$ cat config.mk
export PLATFORM = sky130hd
export DESIGN_NAME = btr_front
export DESIGN_NICKNAME = d
export VERILOG_FILES = /design/src/hw/rtl/btr_pkg.sv /design/src/hw/rtl/btr_front.sv
export SDC_FILE = /design/constraint.sdc
export NUM_CORES = 1
export LEC_CHECK = 0
export BUFFER_PORTS_ARGS = -buffer_cell sky130_fd_sc_hd__buf_2
export CORE_MARGIN = 5
export CORE_UTILIZATION = 29
export DETAILED_ROUTE_END_ITERATION = 10
export GPL_ROUTABILITY_DRIVEN = 1
export GPL_TIMING_DRIVEN = 0
export PLACE_DENSITY_LB_ADDON = 0.1
export SLEW_MARGIN = 10
export SYNTH_ARGS = -nofsm -noshare
export SYNTH_HDL_FRONTEND = slang
export SYNTH_SLANG_ARGS = --single-unit
$ cat constraint.sdc
create_clock -name vclk -period 2.4
set_clock_uncertainty 0.2 [all_clocks]
set_input_delay 0 -clock vclk [all_inputs]
set_output_delay 0 -clock vclk [all_outputs]
set_load 0.02 [all_outputs]
$ cat src/hw/rtl/btr_pkg.sv
`timescale 1ns / 1ps

package btr_pkg;

    localparam int COLOR_W     = 15;
    localparam int ROW_ADDR_W  = 13;
    localparam int PAL_W       = 2;
    localparam int Q_DEPTH     = 4;
    localparam int Q_AW        = 2;
    localparam int Q_CW        = 3;

    localparam logic [COLOR_W-1:0] BACKDROP_COLOR = COLOR_W'((29 << 10) | (29 << 5) | 30);

    typedef enum logic [1:0] {
        KIND_TILE_LOAD = 2'd0,
        KIND_PAL_LOAD  = 2'd1,
        KIND_RENDER    = 2'd2,
        KIND_UNUSED    = 2'd3
    } t_kind;

    typedef enum logic [1:0] {
        OP_TILE_WR = 2'd0,
        OP_PAL_WR  = 2'd1,
        OP_RENDER  = 2'd2
    } t_op;

    typedef struct packed {
        t_op                   op;
        logic [ROW_ADDR_W-1:0] addr;
        logic [15:0]           data;
        logic [PAL_W-1:0]      pal;
        logic [1:0]            cslot;
        logic                  xflip;
        logic                  blank;
    } t_cmd;

    typedef struct packed {
        logic not_empty;
        logic full;
    } t_q_stat;

endpackage

$ cat src/hw/rtl/btr_front.sv
`timescale 1ns / 1ps

module btr_front import btr_pkg::*; #(
    parameter int TILE_COUNT    = 256,
    parameter int PALETTE_COUNT = 4
) (
    input  logic [1:0]  i_kind,
    input  logic [7:0]  i_tile_index,
    input  logic [2:0]  i_tile_line,
    input  logic [15:0] i_plane_word,
    input  logic [1:0]  i_palette_slot,
    input  logic [1:0]  i_color_slot,
    input  logic [14:0] i_color_value,
    input  logic [15:0] i_map_word,
    input  logic [2:0]  i_pixel_row,
    output logic        o_cmd_valid,
    output t_cmd        o_cmd
);

    logic [9:0] w_tile;
    logic [2:0] w_pfield;
    logic [2:0] w_srow;
    logic       w_tile_ok;
    logic       w_pal_ok;

    assign w_tile    = i_map_word[9:0];
    assign w_pfield  = i_map_word[12:10];
    assign w_srow    = i_map_word[15] ? ~i_pixel_row : i_pixel_row;
    assign w_tile_ok = {1'b0, w_tile} < 11'(TILE_COUNT);
    assign w_pal_ok  = w_pfield[2] && ({1'b0, w_pfield[1:0]} < 3'(PALETTE_COUNT));

    always_comb begin
        o_cmd       = '0;
        o_cmd_valid = 1'b0;
        unique case (t_kind'(i_kind))
            KIND_TILE_LOAD: begin
                o_cmd.op    = OP_TILE_WR;
                o_cmd.addr  = {2'b00, i_tile_index, i_tile_line};
                o_cmd.data  = i_plane_word;
                o_cmd_valid = {3'b000, i_tile_index} < 11'(TILE_COUNT);
            end
            KIND_PAL_LOAD: begin
                o_cmd.op    = OP_PAL_WR;
                o_cmd.pal   = i_palette_slot;
                o_cmd.cslot = i_color_slot;
                o_cmd.data  = {1'b0, i_color_value};
                o_cmd_valid = {1'b0, i_palette_slot} < 3'(PALETTE_COUNT);
            end
            KIND_RENDER: begin
                o_cmd.op    = OP_RENDER;
                o_cmd.addr  = {w_tile, w_srow};
                o_cmd.pal   = w_pfield[1:0];
                o_cmd.xflip = i_map_word[14];
                o_cmd.blank = !(w_tile_ok && w_pal_ok);
                o_cmd_valid = 1'b1;
            end
            default: begin
                o_cmd_valid = 1'b0;
            end
        endcase
    end

endmodule

-- Yosys cells after proc, flatten, opt, wreduce, memory -nomap -nowiden
Cells that the tools add are included.
- flip-flop bits (word level): 0
- latch bits: 0
- memory bits (writable): 0
- memory bits (read-only): 0
- logic and storage cells: 16
- memories: 0
- add/sub/neg operators: 0
- $mul: 0
- divide/modulo/power cells: 0
- magnitude comparators: 1
- equal/unequal tests: 2
- shifts and indexed selects: 0
- multiplexer cells: 8
- bitwise logic cells: 1
- reduce and logical (&&, ||, !) cells: 4
- operator list (kind ; number):
    $pmux W16 S2 ; 1
    $pmux W13 S2 ; 1
    $lt A10 B9 Y1 const B ; 1
    $pmux W2 S2 ; 2
    $mux W2 ; 2
    $mux W3 ; 1
    $not A3 Y3 ; 1
    $reduce_or A3 Y1 ; 1
    $eq A2 B1 Y1 const B ; 1
    $eq A2 B2 Y1 const B ; 1
    $logic_not A2 Y1 ; 1
    $logic_and A1 B1 Y1 ; 1
    $logic_not A1 Y1 ; 1
    $mux W1 ; 1

-- Depth between registers and ports, before layout
- depth after elaboration: 4
- gate-level depth with buffers: 6

-- Worst setup path before layout
OpenSTA, ideal clock, no wires.
- kind: input port to output port
- start point: input i_kind[0]
- end point: output o_cmd[0] in the netlist's numbering
- arrival time: 1075 ps
- required time: 2200 ps
- slack: 1125 ps
- stages on the path: 6
- path buffers: 2
- cells stage by stage: inv_1 > ha_1 > buf_4 > buf_6 > inv_1 > a31oi_1
- RTL lines (item ; line ; text):
    from (decl) ; btr_front.sv:7 ; input logic [1:0] i_kind,
    to (decl) ; btr_front.sv:17 ; output t_cmd o_cmd

==> impl_metrics.ini <==
[logic_synthesis]
synth_fa_ha_area_frac = 0.137
synth_top_family_by_area = compound AO/OA/AOI/OAI gates
synth_commonest_cells = a22o_1, nor2_1, a31oi_1
post-synth-top-area-fraction = 0.303
synth-compound-area-share = 0.494
yosysUniqueCellTypes = 13
yosys_warnings = 0
seq_area_frac_synth = 0
synthMuxAreaShare = 0
yosys.area.top_type = a22o_1
synth_xor_area_frac = 0.0478
synth.most_common_cell = a22o_1
synthTopCellsByArea = a22o_1, ha_1, buf_6
avgSynthCellArea_sq_um = 7.32
syn_inst = 75
syn_nets = 148
netlist_area_sq_um = 549
synth-simple-area-share = 0.130

[sta]
rsz0062_at_grt = no
setup-tns-final_ns = 0
worst_pin_slew_ns = 0.195
fin_crit_ns = 1.23
hold_violations = 0
fmax_mhz = 811
period_share = 0.514
slew_viol_final = 0
max-slew-margin-rel = 0.870
setup_viol = 0

[route]
drtPass1Iterations = 4
wl_per_cell_microns = 13.1
drtIter0Drc = 11
route.vias.total = 1000
drt_wl_total_mm = 2.67
drc_errors = 0
ant_nets = 0
viasPerCell = 4.90

[critical_path]
cp.depth = 7
cpMaxStageDelayCell = a22o_1
cp-end-kind = primary output
crit_fanout = 10
crit_type = in -> out
worstPathRequired_ns = 2.20
critPathTopFamily = buffers and inverters
cp_data_arrival_time_ns = 1.03
crit_path_start_kind = input port
slowest_delay_ns = 0.21
path_cells = buf_2 -> inv_1 -> ha_1 -> buf_6 -> buf_6 -> a22o_1 -> buf_2
crit_buf_inv = 5

[floorplanning]
coreArea_sq_um = 1760
die_h_microns = 53.5
die_x_microns = 53.5
rows = 15
io_pins = 105
initial_utilization = 0.311
die_area_sq_um = 2860

[cells_and_area]
design_area_sq_um = 1100
fin_util = 0.624
seqCellArea_sq_um = 0
n_clock_buffer = 0
drive_above_1_share = 0.626
num-fill-cells = 179
antenna-diode-count = 0
numSequentialCells = 0
stdcell_count = 204
nNetsFinal = 254
area_growth_pct = 100

[worst_hold_path]
holdPathStages = 3
holdCritPathClass = in -> out

[grt]
grt_max_degree = 11
grt_pass1_vias = 902
gr-total-overflow = 0
antenna_found_initial = 0
track_usage = 0.161
grt_pass1_wl_mm = 3.68

[clocking]
ctsHoldBuffers = 0
postCtsResizedCells = 0
post-cts-setup-buffer-count = 0

[place]
gp_congestion = 0.765
post-place-cells = 204
dp_hpwl_mm = 2.35
io_buffers = 104
place_area_sq_um = 1100

[pwr]
power.leakage_nw = 0.711
vdd_drop_max_mv = 0.0883
powerDensity_nw_per_um2 = 205
p_total_mw = 0.225

[run_status]
status = complete, no violations

[flow_run]
cap_violations = 0
-- cell usage in the layout, fill, tap and decap left out --
cell	instances
inv_1	6
nor2_1	9
a31oi_1	8
a21oi_1	7
buf_6	6
nor2b_1	2
ha_1	6
buf_2	104
xor2_1	3
a22oi_1	2
a22o_1	19
o21ai_1	1
buf_4	2
and2_1	4
-- layer usage --
metal | wire, microns | global-route usage | vias up
met3 | 406 | 0.0310 | 0
met1 | 838 | 0.162 | 443
met4 | 0 | 0.00426 | 0
met2 | 1430 | 0.345 | 67
li1 | - | - | 490
met5 | 0 | 0 | -
-- power by group --
part	switching [mW]	internal, mW
combinational	0.120	0.105
clock	0	0
sequential	0	0
total	0.120	0.105
-- metrics by stage --
step	hold WS (ns)	setup slack [ns]
after floorplan	-0.0597	1.12
after global placement	0.0865	1.17
after detailed placement	0.0967	1.16
after CTS	0.0982	1.16
after global routing	0.108	1.04
final	0.0936	1.17
-- logic make-up after synthesis --
logic type      after synthesis
compound gates               37
fa+ha+maj                     6
xor+xnor                      3
simple gates                 15
buf+inv                      14
-- area by class of cell --
cell class / instances / area [sq um] / area share
Timing Repair Buffer: 104 / 520 / 0.473
Multi-Input combinational cell: 61 / 444 / 0.403
Buffer: 8 / 82.6 / 0.0750
Tap cell: 25 / 31.3 / 0.0284
Inverter: 6 / 22.5 / 0.0205
-- path summary, 6_finish.rpt --
| check | end | slack, ns | start |
|---|---|---|---|
| hold / removal | o_cmd[0] | 0.09 | i_map_word[12] |
| setup / recovery | o_cmd[10] | 1.17 | i_kind[0] |
Note: power is estimated with default switching activity, not from simulation.
