===== src/hw/rtl/btr_pkg.sv =====
`timescale 1ns / 1ps

package btr_pkg;

    localparam int COLOR_W     = 15;
    localparam int ROW_ADDR_W  = 13;
    localparam int PAL_W       = 2;
    localparam int Q_DEPTH     = 4;
    localparam int Q_AW        = 2;
    localparam int Q_CW        = 3;

    localparam logic [COLOR_W-1:0] BACKDROP_COLOR = COLOR_W'((29 << 10) | (29 << 5) | 30);

    typedef enum logic [1:0] {
        KIND_TILE_LOAD = 2'd0,
        KIND_PAL_LOAD  = 2'd1,
        KIND_RENDER    = 2'd2,
        KIND_UNUSED    = 2'd3
    } t_kind;

    typedef enum logic [1:0] {
        OP_TILE_WR = 2'd0,
        OP_PAL_WR  = 2'd1,
        OP_RENDER  = 2'd2
    } t_op;

    typedef struct packed {
        t_op                   op;
        logic [ROW_ADDR_W-1:0] addr;
        logic [15:0]           data;
        logic [PAL_W-1:0]      pal;
        logic [1:0]            cslot;
        logic                  xflip;
        logic                  blank;
    } t_cmd;

    typedef struct packed {
        logic not_empty;
        logic full;
    } t_q_stat;

endpackage


===== src/hw/rtl/btr_queue.sv =====
`timescale 1ns / 1ps

module btr_queue import btr_pkg::*; (
    input  logic    i_clk,
    input  logic    i_rst_n,
    input  logic    i_push,
    input  t_cmd    i_cmd,
    input  logic    i_pop,
    output t_cmd    o_cmd,
    output t_q_stat o_qs
);

    t_cmd            r_mem [Q_DEPTH];
    logic [Q_AW-1:0] r_wp, n_wp;
    logic [Q_AW-1:0] r_rp, n_rp;
    logic [Q_CW-1:0] r_cnt, n_cnt;

    assign o_cmd        = r_mem[r_rp];
    assign o_qs.not_empty = r_cnt != '0;
    assign o_qs.full      = r_cnt == Q_CW'(Q_DEPTH);

    always_comb begin
        n_wp  = i_push ? r_wp + 1'b1 : r_wp;
        n_rp  = i_pop ? r_rp + 1'b1 : r_rp;
        n_cnt = r_cnt + Q_CW'(i_push) - Q_CW'(i_pop);
    end

    always_ff @(posedge i_clk) begin
        if (!i_rst_n) begin
            r_wp  <= '0;
            r_rp  <= '0;
            r_cnt <= '0;
        end else begin
            r_wp  <= n_wp;
            r_rp  <= n_rp;
            r_cnt <= n_cnt;
        end
    end

    always_ff @(posedge i_clk) begin
        if (i_push) begin
            r_mem[r_wp] <= i_cmd;
        end
    end

endmodule


===== config.mk =====
export PLATFORM = sky130hd
export DESIGN_NAME = btr_queue
export DESIGN_NICKNAME = d
export VERILOG_FILES = /design/src/hw/rtl/btr_pkg.sv /design/src/hw/rtl/btr_queue.sv
export SDC_FILE = /design/constraint.sdc
export NUM_CORES = 1
export LEC_CHECK = 0
export BUFFER_PORTS_ARGS = -buffer_cell sky130_fd_sc_hd__buf_2
export CELL_PAD_IN_SITES_DETAIL_PLACEMENT = 0
export CELL_PAD_IN_SITES_GLOBAL_PLACEMENT = 1
export CORE_MARGIN = 5
export CORE_UTILIZATION = 50
export DETAILED_ROUTE_END_ITERATION = 8
export GPL_ROUTABILITY_DRIVEN = 0
export PLACE_DENSITY = 0.78
export SLEW_MARGIN = 15
export SYNTH_ARGS = -nofsm -noshare
export SYNTH_HDL_FRONTEND = slang
export SYNTH_SLANG_ARGS = --single-unit

===== constraint.sdc =====
create_clock -name i_clk -period 3.81 [get_ports i_clk]
set_input_delay 0.9525 -clock i_clk [delete_from_list [all_inputs] [get_ports i_clk]]
set_output_delay 0.9525 -clock i_clk [all_outputs]
set_load 0.02 [all_outputs]

* Yosys cells after proc, flatten, opt, wreduce, memory -nomap -nowiden *
Memories as Yosys holds them, arrays and structs flattened. A register that Yosys moved wholly into a read port is not among the register bits.
Cells that the tools add are included.

cells by class
  $add $sub $neg = 4
  multiply operators = 0
  divide/modulo/power cells = 0
  order comparisons = 0
  equal/unequal tests = 1
  shift-type cells = 0
  multiplexer cells = 4
  bitwise gates (word level) = 0
  reductions and logical operators = 1

operator list
  kind                                                            number
  2-bit by 1-bit adder with 2-bit output (second input constant)  2
  2-bit two-way mux                                               2
  3-bit by 1-bit adder with 3-bit output                          1
  3-bit == test (second input constant)                           1
  3-bit nonzero test                                              1
  3-bit by 1-bit subtractor with 3-bit output                     1
  1-bit two-way mux                                               2

storage, ports and cells
  register bits = 7
  bits in latches = 0
  bits in writable memories = 148
  ROM bits = 0
  bits of input ports = 41
  word-level logic and storage cells = 14
  memories = 1

memory list
  name   depth  bits a word  read ports  clocked after memory_dff  wr ports  line             RTL
  r_mem  4      37           1           1                         1         btr_queue.sv:13  t_cmd r_mem [Q_DEPTH];

* Logic depth before layout (Yosys ltp) *
  word-level depth = 3
  gate-level depth with buffers = 7
  depth with buffers taken out = 7

* Worst setup path before layout *
No wires, ideal clock.

  kind = input to register
  start point = input port i_pop
  end point = register r_cnt[2]
  arrival time = 2.156 ns
  required time = 3.693 ns
  slack = 1.537 ns
  stages on the path = 6
  buffers on the path = 0
  cell sequence = ha_1 > inv_1 > ha_1 > fa_1 > xor3_1 > nor2_1

between the ends
  word-level cells in the longest chain between the ends = 1

RTL lines
  what                                         line             RTL
  start, declared                              btr_queue.sv:8   input logic i_pop,
  3-bit by 1-bit subtractor with 3-bit output  btr_queue.sv:25  n_cnt = r_cnt + Q_CW'(i_push) - Q_CW'(i_pop);
  end signal, assigned                         btr_queue.sv:36  r_cnt <= n_cnt;
  end, declared                                btr_queue.sv:16  logic [Q_CW-1:0] r_cnt, n_cnt;

Every way passes these cells.
A chain may end at the register's enable or synchronous reset.

==> results.txt <==
status = finished, final reports clean
Highest Clock Rate = 331 MHz
clock period minus final worst setup slack = 3.02 ns
fin nets = 377
Setup CP Type = flop to output port
RSZ-0062 raised after global routing = no
Die Ht = 118 um
vias in the first global route = 2797
P per Cell Area = 581 nW/um^2
CTS Buffer Depth = 2
min-delay worst type = flop to flop
CP Capture Type = output port
Netlist cell types = 21
#FFs+latches synth = 157
DIE AREA = 13900 um^2
Leak = 0.00240 uW
Reg clk slew, reported paths = 0.06 ns
vias per cell = 5.40
H-tree depth = 4
final cycle utilization of the critical path = 79.2%
CTS Root Cell = clkbuf_16
die width = 118 um
Fill cells = 834
hold_buf cts = 0
starting DRC count in detailed routing = 180
Detailed Route WL = 9.85 mm
Pwr Total = 4020 uW
# rows = 39
Final Max Tran Viols = 0
clock sinks = 157
Mapped Nets = 284
n_diodes = 0
CORE AREA = 11400 um^2
largest net degree at the start of global routing = 38
WP data required = 2.86 ns
setup violators final = 0
DPL Wire Length = 5.87 mm
post-CTS resize count = 0
Remaining DRCs = 0
first-pass GRT wire length = 15.4 mm
Worst Skew = 0.00589 ns
Worst EP arrival = 2.07 ns
GRT overflow = 0
worst skew pair latency = 0.41 ns
CP max FO = 27
Syn. warnings = 0
Register Area = 4630 um^2
Area after DPL = 6360 um^2
Mapped Area = 5840 um^2
register area share after synthesis = 79.2%
# IOs = 80
worst slack, placed = 1.16 ns
initial antenna violation count = 1
share of cells above drive strength 1 = 42.7%
WL/cell = 20.3 um
DR vias = 2619
count of final hold-check violations = 0
PortBufs = 79
# Post-CTS Setup Buffers = 0
post-route ant nets = 0
Setup WS post-layout = 0.792 ns
fin area = 6920 um^2
worst slew pin tran = 1.03 ns
Initial DRT Pass Iterations = 4
crit path launch type = flop
VDD IR max = 0.000286 V
final setup TNS = 0 ns
area growth from synthesis to layout = 18.6%
# Max-Cap Violations = 0
Mean Syn Cell Area = 24.7 um^2
Initial Util = 51.1%
area of the multi-input gates = 1100 um^2
cell count after synthesis = 236
Num CTS Buffers = 17
CTS tree = built
Rel. slew slack = 31.5%
GRT Total Usage = 14.8%
post-layout util = 60.6%
==> path summary, 6_finish.rpt <==
check,from,to,slack (ns),cells past startpoint
worst max-delay path,flop,o_cmd[36],0.79,3
worst min-delay path,r_rp[0]$_SDFFE_PN0P_,flop,0.53,2
worst max register to register,r_wp[0]$_SDFFE_PN0P_,r_mem[2][4]$_DFFE_PP_,2.03,3
worst min register to register,r_rp[0]$_SDFFE_PN0P_,flop,0.53,2
==> Yosys cell counts (all sizes together) <==
master,count,area (um^2)
edfxtp,148,4440
mux4,37,860
dfxtp,9,180
buf,7,86.3
inv,7,26.3
and2,6,37.5
ha,6,75.1
nor2,5,18.8
xnor2,2,17.5
a21bo,1,10.0
a21oi,1,5.00
and3,1,6.26
clkbuf,1,5.00
fa,1,20.0
mux2i,1,10.0
nand3b,1,7.51
or3,1,6.26
xor3,1,23.8
==> sequential cells by signal (all words and copies together), names as in the netlist, named ones only <==
signal,count
r_mem,148
r_cnt,3
r_rp,2
r_wp,2
==> cell families after synthesis <==
logic type,after synthesis,synth area share (%)
xor+xnor,3,0.707
buf+inv,15,2.01
mux,38,14.9
flops,157,79.2
fa+ha+maj,7,1.63
compound gates,2,0.257
simple gates,14,1.31
==> cells in the final DEF, fill, tap and decap left out <==
cell type	instances
fa_1	1
or3_1	1
nand3b_1	1
a21oi_1	1
xor3_1	1
and3_1	1
buf_2	79
dfxtp_1	7
mux4_2	30
buf_12	1
clkbuf_16	17
clkinv_2	3
inv_6	1
mux4_1	7
edfxtp_1	148
a21bo_2	1
clkinvlp_4	3
clkbuf_1	4
nor2_1	5
xnor2_1	2
mux2i_1	1
inv_1	7
ha_1	6
and2_2	4
bufinv_16	2
and2_1	2
dfxtp_2	2
clkinv_4	1
buf_4	2
clkinv_1	1
==> power by group <==
group,internal (uW),switching [uW]
sequential,1980,39.8
combinational,183,231
clock,960,622
==> cell type report <==
cell class,count,share of cell area (%)
Sequential cell,157,66.8
Multi-Input combinational cell,64,15.9
Clock buffer,21,6.36
Timing Repair Buffer,82,6.22
Tap cell,143,2.58
Clock inverter,11,1.72
Inverter,7,0.379
==> worst max-delay path, stage by stage, from the launching register on <==
cell     delay (ns)
dfxtp_2        0.58
buf_12         0.30
mux4_1         0.59
buf_2          0.18
==> stage by stage <==
| stage | hold WS [ns] | std cells |
|---|---|---|
| CTS | 0.537 | 485 |
| floorplan | 0.499 | 236 |
| global placement | 0.506 | 453 |
| detailed placement | 0.538 | 453 |
| finish | 0.533 | 485 |
| global route | 0.566 | 485 |
==> metal layers <==
layer	routed length, um	track usage, %	up-vias
met4	104	4.73	2
met2	4900	23.4	80
met5	7	0	-
met1	4200	18.6	1345
met3	637	6.10	13
li1	-	-	1179
Power figures use the tool's default switching activity.
